<file path="src/keyed_byte_stream_cipher_unit_assert.svh">
// assertion macros for the keyed byte stream cipher unit
// no dependencies; taken in by files that carry concurrent checks
`ifndef KEYED_BYTE_STREAM_CIPHER_UNIT_ASSERT_SVH
`define KEYED_BYTE_STREAM_CIPHER_UNIT_ASSERT_SVH

`ifndef SYNTHESIS

// check that is switched off while reset is high
`define KBSC_ASSERT(lbl, clk, rst, prop) \
   lbl: assert property (@(posedge clk) disable iff (rst) prop) \
      else $error("kbsc assertion failed");

// check that also holds while reset is high
`define KBSC_ASSERT_ALWAYS(lbl, clk, prop) \
   lbl: assert property (@(posedge clk) prop) \
      else $error("kbsc assertion failed");

`else

`define KBSC_ASSERT(lbl, clk, rst, prop)
`define KBSC_ASSERT_ALWAYS(lbl, clk, prop)

`endif

`endif

</file>
<file path="src/kbsc_pkg.sv">
// shared types and constants of the keyed byte stream cipher unit
// no dependencies; used by kbsc_mix and the top level
`default_nettype none

package kbsc_pkg;

   // opcode codes
   localparam logic OP_DATA = 1'b0;
   localparam logic OP_LOAD = 1'b1;

   // csr register indexes
   localparam logic [1:0] CSR_MIX_KEY_A = 2'd0;
   localparam logic [1:0] CSR_MIX_KEY_B = 2'd1;
   localparam logic [1:0] CSR_MIX_KEY_C = 2'd2;
   localparam logic [1:0] CSR_MIX_KEY_D = 2'd3;

   // constant folded into msg_param for the start position
   localparam logic [7:0] START_XOR = 8'd223;

   typedef struct packed {
      logic       opcode;
      logic       decrypt_mode;
      logic [7:0] msg_param;
      logic [7:0] data_byte;
      logic       last_byte;
      logic [5:0] table_addr;
      logic [7:0] table_value;
   } req_type;

   typedef struct packed {
      logic [7:0] out_byte;
      logic       out_last;
   } rsp_type;

   // data item after the table read is issued
   typedef struct packed {
      logic       decrypt_mode;
      logic [7:0] msg_param;
      logic [7:0] data_byte;
      logic       last_byte;
      logic [7:0] pos;
      logic [7:0] prod_ab;
      logic [7:0] pos_mult;
   } stage_type;

endpackage

`default_nettype wire

</file>
<file path="src/keyed_byte_stream_cipher_unit.sv">
// keyed byte stream cipher unit: top level with key table and message state
// path: an accepted data item is registered in stage 1, then in the output register
// throughput: one item per cycle while rsp_ready does not stall the output, set by the single key table read port
// reset: message state and csr registers cleared, key table not cleared
// depends on kbsc_pkg, kbsc_mix and keyed_byte_stream_cipher_unit_assert.svh
`default_nettype none

`include "keyed_byte_stream_cipher_unit_assert.svh"

module keyed_byte_stream_cipher_unit #(
   parameter int KEY_LENGTH = 64
) (
   input  var logic              clock,
   input  var logic              reset,
   // input items
   input  var logic              req_valid,
   output var logic              req_ready,
   input  var kbsc_pkg::req_type req_item,
   // result items
   output var logic              rsp_valid,
   input  var logic              rsp_ready,
   output var kbsc_pkg::rsp_type rsp_item,
   // csr write port
   input  var logic              csr_we,
   input  var logic [1:0]        csr_addr,
   input  var logic [7:0]        csr_wdata
);

   localparam int PosW  = (KEY_LENGTH > 1) ? $clog2(KEY_LENGTH) : 1;
   localparam int AddrW = (PosW > 6) ? PosW : 6;
   localparam logic [7:0] PosMask = 8'(KEY_LENGTH - 1);
   localparam logic [8:0] KeyLen  = 9'(KEY_LENGTH);

   // csr registers
   logic [7:0] mix_a_ff, mix_b_ff, mix_c_ff, mix_d_ff;

   // message state
   logic [PosW-1:0] key_pos_ff, key_pos_in;
   logic [7:0]      offset_ff, offset_in;
   logic            at_start_ff, at_start_in;

   // key table, written by load items, read once per data item
   logic [7:0] key_mem [KEY_LENGTH];
   logic [7:0] key_rd_ff;

   // stage 1: table read in flight
   kbsc_pkg::stage_type s1_ff, s1_in;
   logic                s1_vld_ff, s1_vld_in;

   // output register
   kbsc_pkg::rsp_type rsp_ff, rsp_in;
   logic              rsp_vld_ff, rsp_vld_in;

   logic            req_fire;
   logic            data_fire;
   logic            load_fire;
   logic            s1_adv;
   logic [7:0]      start_pos;
   logic [PosW-1:0] pos_cur;
   logic [7:0]      pos8;
   logic [7:0]      offset_cur;
   logic [7:0]      pos_sum;
   logic [7:0]      mix_cd;
   logic [AddrW-1:0] addr_wide;
   logic            addr_ok;
   logic [7:0]      mix_out;

   // handshake: stage 1 empties whenever the output register can take it
   assign s1_adv    = s1_vld_ff && (!rsp_vld_ff || rsp_ready);
   assign req_ready = !s1_vld_ff || !rsp_vld_ff || rsp_ready;
   assign req_fire  = req_valid && req_ready;
   assign data_fire = req_fire && (req_item.opcode == kbsc_pkg::OP_DATA);
   assign load_fire = req_fire && (req_item.opcode == kbsc_pkg::OP_LOAD);

   // load address check: addresses past the table are dropped
   assign addr_wide = AddrW'(req_item.table_addr);
   assign addr_ok   = (9'(req_item.table_addr) < KeyLen);

   // position of the current byte; a new message takes it from msg_param
   always_comb begin
      start_pos  = (req_item.msg_param ^ kbsc_pkg::START_XOR) & PosMask;
      pos_cur    = at_start_ff ? start_pos[PosW-1:0] : key_pos_ff;
      offset_cur = at_start_ff ? 8'd0 : offset_ff;
      pos8       = 8'(pos_cur);
      pos_sum    = (pos8 + offset_cur) & PosMask;
      mix_cd     = mix_c_ff + mix_d_ff;
   end

   // next message state, moved only by data items
   always_comb begin
      key_pos_in  = key_pos_ff;
      offset_in   = offset_ff;
      at_start_in = at_start_ff;
      if (data_fire) begin
         key_pos_in  = pos_sum[PosW-1:0];
         offset_in   = req_item.last_byte ? 8'd0 : offset_cur + 8'd1;
         at_start_in = req_item.last_byte;
      end
   end

   // stage 1 load: position products are formed here to split the multiplies
   always_comb begin
      s1_in     = s1_ff;
      s1_vld_in = s1_vld_ff;
      if (data_fire) begin
         s1_in.decrypt_mode = req_item.decrypt_mode;
         s1_in.msg_param    = req_item.msg_param;
         s1_in.data_byte    = req_item.data_byte;
         s1_in.last_byte    = req_item.last_byte;
         s1_in.pos          = pos8;
         s1_in.prod_ab      = 8'(mix_a_ff * mix_b_ff);
         s1_in.pos_mult     = 8'(mix_cd * pos8);
         s1_vld_in          = 1'b1;
      end else if (s1_adv) begin
         s1_vld_in = 1'b0;
      end
   end

   kbsc_mix u_mix (
      .st       (s1_ff),
      .key_byte (key_rd_ff),
      .out_byte (mix_out)
   );

   // output register
   always_comb begin
      rsp_in     = rsp_ff;
      rsp_vld_in = rsp_vld_ff;
      if (s1_adv) begin
         rsp_in.out_byte = mix_out;
         rsp_in.out_last = s1_ff.last_byte;
         rsp_vld_in      = 1'b1;
      end else if (rsp_ready) begin
         rsp_vld_in = 1'b0;
      end
   end

   assign rsp_valid = rsp_vld_ff;
   assign rsp_item  = rsp_ff;

   // key table port: write for loads, registered read for data items
   always_ff @(posedge clock) begin
      if (load_fire && addr_ok) begin
         key_mem[addr_wide[PosW-1:0]] <= req_item.table_value;
      end
      if (data_fire) begin
         key_rd_ff <= key_mem[pos_cur];
      end
   end

   // payload registers
   always_ff @(posedge clock) begin
      s1_ff  <= s1_in;
      rsp_ff <= rsp_in;
   end

   // control state and csr registers
   always_ff @(posedge clock) begin
      if (reset) begin
         key_pos_ff  <= '0;
         offset_ff   <= '0;
         at_start_ff <= 1'b1;
         s1_vld_ff   <= 1'b0;
         rsp_vld_ff  <= 1'b0;
         mix_a_ff    <= '0;
         mix_b_ff    <= '0;
         mix_c_ff    <= '0;
         mix_d_ff    <= '0;
      end else begin
         key_pos_ff  <= key_pos_in;
         offset_ff   <= offset_in;
         at_start_ff <= at_start_in;
         s1_vld_ff   <= s1_vld_in;
         rsp_vld_ff  <= rsp_vld_in;
         if (csr_we) begin
            unique case (csr_addr)
               kbsc_pkg::CSR_MIX_KEY_A: mix_a_ff <= csr_wdata;
               kbsc_pkg::CSR_MIX_KEY_B: mix_b_ff <= csr_wdata;
               kbsc_pkg::CSR_MIX_KEY_C: mix_c_ff <= csr_wdata;
               kbsc_pkg::CSR_MIX_KEY_D: mix_d_ff <= csr_wdata;
               default: ;
            endcase
         end
      end
   end

   // a stalled stage 1 item blocks new input
   `KBSC_ASSERT(a_stall_blocks_input, clock, reset, (s1_vld_ff && rsp_vld_ff && !rsp_ready) |-> !req_ready)
   // every accepted data item lands in stage 1
   `KBSC_ASSERT(a_data_enters_s1, clock, reset, data_fire |=> s1_vld_ff)
   // a last byte arms the next message start
   `KBSC_ASSERT(a_last_starts_msg, clock, reset, (data_fire && req_item.last_byte) |=> at_start_ff)
   // offset is zero whenever a message is about to start
   `KBSC_ASSERT(a_start_offset_zero, clock, reset, at_start_ff |-> (offset_ff == 8'd0))

endmodule

`default_nettype wire

</file>
<file path="src/kbsc_mix.sv">
// byte combine stage: key byte, product mask, encrypt or decrypt
// depends on kbsc_pkg
`default_nettype none

module kbsc_mix (
   input  var kbsc_pkg::stage_type st,
   input  var logic [7:0]          key_byte,
   output var logic [7:0]          out_byte
);

   logic [7:0] k;
   logic [7:0] half;
   logic [7:0] kpos;
   logic [7:0] mask;
   logic [7:0] t1;
   logic [7:0] t2;

   always_comb begin
      k    = key_byte ^ st.msg_param;
      half = {1'b0, k[7:1]};
      kpos = 8'(k * st.pos);
      mask = (kpos & st.prod_ab) | st.pos_mult;
      if (st.decrypt_mode) begin
         t1       = st.data_byte ^ mask;
         t2       = t1 - half;
         out_byte = t2 ^ k;
      end else begin
         t1       = st.data_byte ^ k;
         t2       = t1 + half;
         out_byte = t2 ^ mask;
      end
   end

endmodule

`default_nettype wire

</file>
<file path="config.mk">
export PLATFORM = sky130hd
export DESIGN_NAME = keyed_byte_stream_cipher_unit
export DESIGN_NICKNAME = d
export VERILOG_FILES = /design/src/kbsc_pkg.sv /design/src/keyed_byte_stream_cipher_unit.sv /design/src/kbsc_mix.sv
export VERILOG_INCLUDE_DIRS = /design/src /design/src/src
export SDC_FILE = /design/constraint.sdc
export NUM_CORES = 1
export LEC_CHECK = 0
export BUFFER_PORTS_ARGS = -buffer_cell sky130_fd_sc_hd__buf_2
export CAP_MARGIN = 20
export CORE_UTILIZATION = 50
export DETAILED_ROUTE_END_ITERATION = 12
export PLACE_DENSITY = 0.66
export RECOVER_POWER = 100
export SYNTH_ARGS = -nofsm -noshare
export SYNTH_HDL_FRONTEND = slang
export SYNTH_SLANG_ARGS = --single-unit
export TNS_END_PERCENT = 1
</file>
<file path="constraint.sdc">
create_clock -name clock -period 11.1 [get_ports clock]
set_input_delay 1.665 -clock clock [delete_from_list [all_inputs] [get_ports clock]]
set_output_delay 1.665 -clock clock [all_outputs]
set_load 0.03 [all_outputs]
</file>
Word-level counts from Yosys, hierarchy flattened
Memories as Yosys holds them, arrays and structs flattened. A register that Yosys moved wholly into a read port is not among the register bits.
Index checks and enable logic that the tools add are counted.
{"block": "classes", "addsub": 5, "multipliers": 3, "n_eq_ne": 3, "mux": 10, "bitwise_logic": 9, "n_reduce_logical": 16}
{"op": "$xor 8x8->8", "n": 5}
{"op": "$mux 8", "n": 3}
{"op": "$mul 8x6->8", "n": 2}
{"op": "$add 8x1->8 const B", "n": 1}
{"op": "$add 8x7->8", "n": 1}
{"op": "$add 8x8->8", "n": 1}
{"op": "$and 8x8->8", "n": 1}
{"op": "$mul 8x8->8", "n": 1}
{"op": "$or 8x8->8", "n": 1}
{"op": "$reduce_and 2->1", "n": 4}
{"op": "$sub 8x7->8", "n": 1}
{"op": "$add 6x6->6", "n": 1}
{"op": "$mux 1", "n": 6}
{"op": "$mux 6", "n": 1}
{"op": "$not 5->5", "n": 1}
{"op": "$eq 2x2->1 const B", "n": 2}
{"op": "$logic_and 1x1->1", "n": 4}
{"op": "$reduce_bool 2->1", "n": 2}
{"op": "$logic_or 1x1->1", "n": 3}
{"op": "$eq 2x1->1 const B", "n": 1}
{"op": "$logic_not 1->1", "n": 2}
{"op": "$logic_not 2->1", "n": 1}
{"op": "$not 1->1", "n": 1}
{"block": "word_totals", "reg_bits": 98, "ram_bits": 512, "inputBits": 48, "output_inout_bits": 11, "elab_cells": 65, "mem_count": 1}
{"memory": "key_mem", "depth": 64, "word_bits": 8, "read_ports": 1, "rd_clocked_by_memory_dff": 1, "write_ports": 1, "line_no": "keyed_byte_stream_cipher_unit.sv:43", "rtl": "logic [7:0] key_mem [KEY_LENGTH];"}

Depth between registers and ports, before layout
{"block": "logic_depth", "ltp_word": 8, "mapped_depth": 21, "mapped_depth_nobuf": 20}

By module
A second synthesis with hierarchy kept.
{"block": "unflattened", "hier_cells": 2803, "area_unflattened_um2": 31699.2}
{"mod": "keyed_byte_stream_cipher_unit", "n_inst": 1, "cells_each": 2582, "area_each_um2": 29837.4, "seq_area_each_um2": 18027.3}
{"mod": "kbsc_mix", "n_inst": 1, "cells_each": 221, "area_each_um2": 1861.8, "seq_area_each_um2": 0.0}

Worst setup path before layout
No wires, ideal clock.
{"block": "synth_timing", "kind": "input port to flip-flop", "start": "input port req_item[23] (netlist bit)", "end": "register s1_ff[7] (netlist bit) (data pin)", "setup_ps": 258, "t_arrival_ps": 5459, "t_required_ps": 10842, "path_slack_ps": 5383, "cell_stages": 17, "path_buffers": 3, "cell_sequence": "a21o_1 > buf_4 > buf_2 > buf_1 > nor2_1 > fa_1 > inv_1 > fa_1 > fa_1 > inv_1 > ha_1 > a21o_1 > a21oi_1 > xnor2_1 > xnor2_1 > xnor3_1 > xnor2_1"}
{"block": "synth_between", "elab_chain_cells": 3}
{"item": "from (decl)", "line_no": "keyed_byte_stream_cipher_unit.sv:18", "rtl": "input var kbsc_pkg::req_type req_item,"}
{"item": "$not 5->5 (no source line)"}
{"item": "$mux 6", "line_no": "keyed_byte_stream_cipher_unit.sv:82", "rtl": "pos_cur = at_start_ff ? start_pos[PosW-1:0] : key_pos_ff;"}
{"item": "$mul 8x6->8", "line_no": "keyed_byte_stream_cipher_unit.sv:112", "rtl": "s1_in.pos_mult = 8'(mix_cd * pos8);"}
{"item": "to (signal assigned)", "line_no": "keyed_byte_stream_cipher_unit.sv:153", "rtl": "s1_ff <= s1_in;"}
{"item": "to (decl)", "line_no": "keyed_byte_stream_cipher_unit.sv:47", "rtl": "kbsc_pkg::stage_type s1_ff, s1_in;"}
Every way passes these cells.
A chain may end at the register's enable or synchronous reset.

Final worst setup path
{"block": "layout_timing", "start": "register at_start_ff", "end": "register s1_ff[7] (netlist bit) (data pin)"}
{"block": "layout_between", "elab_chain_cells": 2}
{"item": "from (decl)", "line_no": "keyed_byte_stream_cipher_unit.sv:40", "rtl": "logic at_start_ff, at_start_in;"}
{"item": "from (signal assigned)", "line_no": "keyed_byte_stream_cipher_unit.sv:172", "rtl": "at_start_ff <= at_start_in;"}
{"item": "$mux 6", "line_no": "keyed_byte_stream_cipher_unit.sv:82"}
{"item": "$mul 8x6->8", "line_no": "keyed_byte_stream_cipher_unit.sv:112"}
Every way passes these cells.

==> metrics.cfg <==
[sta]
hold_viol_final=0
fin_skew_ns=0.02194
setup_tns_ns=0
finalSetupViolCount=0
post-route-min-period_ns=8.192
min_period_over_period_pct=73.80
max_slew_margin_pct=-150.4
worst-slew-pin-transition_ns=3.756
rsz0062_at_grt=no
fmax_mhz=122.1
maxSlewViolCount=796
setup_slack_ns=2.908

[grt]
grt_max_degree=212
grt_use_total_pct=27.11
grt_pass1_wl_mm=133.0
gr-total-overflow=0
antenna_found_initial=1
grt_pass1_vias=22310

[clock_network]
numClockSinks=616
cts_made_buffers=67
clockBufferDepth=3
htree_levels=3
cts_resized=0
post_cts_buffers=0
clkTransAtPathRegs_ns=0.06
cts_tree=done
hold_buffers=0
cts_root_buf=clkbuf_16
clk_latency_ns=0.62

[route]
drt_pass1_iterations=5
routed_via_density=6.559
via_count=23190
drt_iter0_drc=2555
drc=0
wl_per_cell_um=24.77
drtAntennaViolNets=0
totalWireLength_mm=87.57

[setup_path]
cp_slowest_cell=dfxtp_1
max_stage_delay_ns=2.28
start_kind=register
critPathMaxFanout=80
critPathKind=register to register
cp.arrival_ns=8.54
regToRegStartpoint=at_start_ff
worstPathCellList=a21o_1, inv_2, nand2_1, fa_1, inv_1, ha_1, ha_1, ha_1, fa_1, a21o_1, a21oi_1, xnor2_1, xnor2_1, xnor3_1, xnor2_1
cpLargestDelayFamily=flip-flops
crit_buf_inv=2
end_kind=register
critPathLaunch=at_start_ff
critical_path_required_ns=11.45

[place]
gp_congestion=0.8530
preCtsSetupSlack_ns=4.453
port_buffers=58
detailed_place_hpwl_mm=50.20

[floorplanning]
die-width_um=254.1
rows=92
io-pin-count=59
dieHeight_um=254.1
dieArea_um2=64580
core-area_um2=62970
initial_utilization_pct=50.48

[synthesis]
synth_largest_area_cell=edfxtp_1
synth_enable_flop_cells=569
ys_ff_latch=616
netlist_area_um2=31780
synthCells=2711
synth_ff_type=edfxtp_1
yosysTopAreaCellShare_pct=53.76
synth-seq-area-share_pct=56.72
yosysWarningCount=0
avgSynthCellArea_um2=11.72
synth_fp_nets=2864
async_flop_share_pct=0
synth_area_leaders=edfxtp_1, a21oi_1, a211oi_1
synth.most_common_cell=edfxtp_1
yosys-top-cells-count=edfxtp_1, a21oi_1, a211oi_1
yosys.cell_types.count=53

[run_status]
status=finished, violations left
violations=capacitance limit, slew limit

[final_layout]
post-route-util_pct=54.44
num-fill-cells=5266
diodes=0
nets=2794
areaGrowthSynthToFinish_pct=7.849
drive_gt1_share_pct=7.472

[power]
p_per_area_nw_per_um2=168.0
peakVddDrop_v=0.0001403
leakagePower_nw=11.33

[run]
timing.max_cap.violations=13

[min_path]
min_path_type=register to register
min_from=s1_ff[24]

[where the power goes]
group | internal [mW] | switching, mW | total, mW
logic | 0.320 | 0.592 | 0.912
clock network | 1.31 | 0.934 | 2.24
registers | 2.58 | 0.0270 | 2.61
total | 4.21 | 1.55 | 5.76
[registers in the layout, summed over array words and instances, names as in the netlist]
| signal | count |
|---|---|
| mix_c_ff | 8 |
| mix_b_ff | 8 |
| offset_ff | 6 |
| mix_d_ff | 8 |
| s1_vld_ff | 1 |
| rsp_item | 9 |
| key_mem | 512 |
| mix_a_ff | 8 |
| rsp_valid | 1 |
| s1_ff | 40 |
| key_rd_ff | 8 |
| at_start_ff | 1 |
| key_pos_ff | 6 |
[final cells by class]
type,instances,area [µm²],share of cell area [%]
clock buffers,89,1827,5.329
clock inverters,29,339.1,0.9892
inverters,62,244.0,0.7118
multi-input cells,1807,12300,35.89
flip-flops and latches,616,18030,52.61
well taps,846,1059,3.088
repair buffers,87,473.0,1.380
[layout by cell type, fill, tap and decap left out, types with 28 or more instances in the layout]
master     synthesis  final
ha_1              63     63
clkbuf_1          65     48
a21o_1            43     42
a21oi_1          493    493
nand2_1           97     97
mux2i_1           33     33
xnor2_1           68     68
inv_1             55     55
clkbuf_16          0     70
nor2_1           147    147
and2_1            47     36
o31ai_1           48     48
nor3_1            46     46
a211oi_2          29     29
dfxtp_1           47     45
nand2b_1          28     28
o22ai_1           97     97
edfxtp_1         569    569
a211oi_1         238    238
a31oi_1           41     41
o311ai_1          33     33
fa_1              42     42
buf_2            102     37
[worst register-to-register path, cell delays in order, from the launching register on]
cell	delay, ns
dfxtp_1	2.28
a21o_1	1.71
inv_2	0.72
nand2_1	0.29
fa_1	0.42
inv_1	0.07
ha_1	0.23
ha_1	0.30
ha_1	0.22
fa_1	0.47
a21o_1	0.18
a21oi_1	0.18
xnor2_1	0.17
xnor2_1	0.14
xnor3_1	0.42
xnor2_1	0.14
[worst paths after layout]
kind                 end  slack, ns  cells after the start
min reg2reg  rsp_item[0]       0.42                      0
max             s1_ff[7]       2.91                     15
min          rsp_item[0]       0.42                      0
max reg2reg     s1_ff[7]       2.91                     15
[stage by stage]
step / area (µm²) / total power, mW / cells / hold slack [ns]
after floorplan: 31780 / 3.291 / 2711 / 0.4003
after global placement: 32190 / 3.523 / 3418 / 0.4218
after detailed placement: 32190 / 3.548 / 3418 / 0.4106
after CTS: 34350 / 5.769 / 3536 / 0.4246
after global routing: 34280 / 5.948 / 3536 / 0.4379
final: 34280 / 5.759 / 3536 / 0.4244
[routing by layer]
layer	share of wire, %	GRT usage (%)
met5	0.032	0
met4	3.3	9.535
met3	8.4	4.855
met2	48	44.27
met1	41	36.36
[cells by family after synthesis]
| kind of cell | count (synthesis) | synth area share, % |
|---|---|---|
| AO/OA/AOI/OAI | 1115 | 22.69 |
| flip-flops | 616 | 56.72 |
| AND/OR/NAND/NOR | 452 | 6.854 |
| buffers and inverters | 288 | 4.578 |
| adder cells (fa/ha/maj) | 105 | 5.125 |
| XOR/XNOR | 102 | 2.996 |
| multiplexers | 33 | 1.039 |
(Power assumes the default switching activity.)
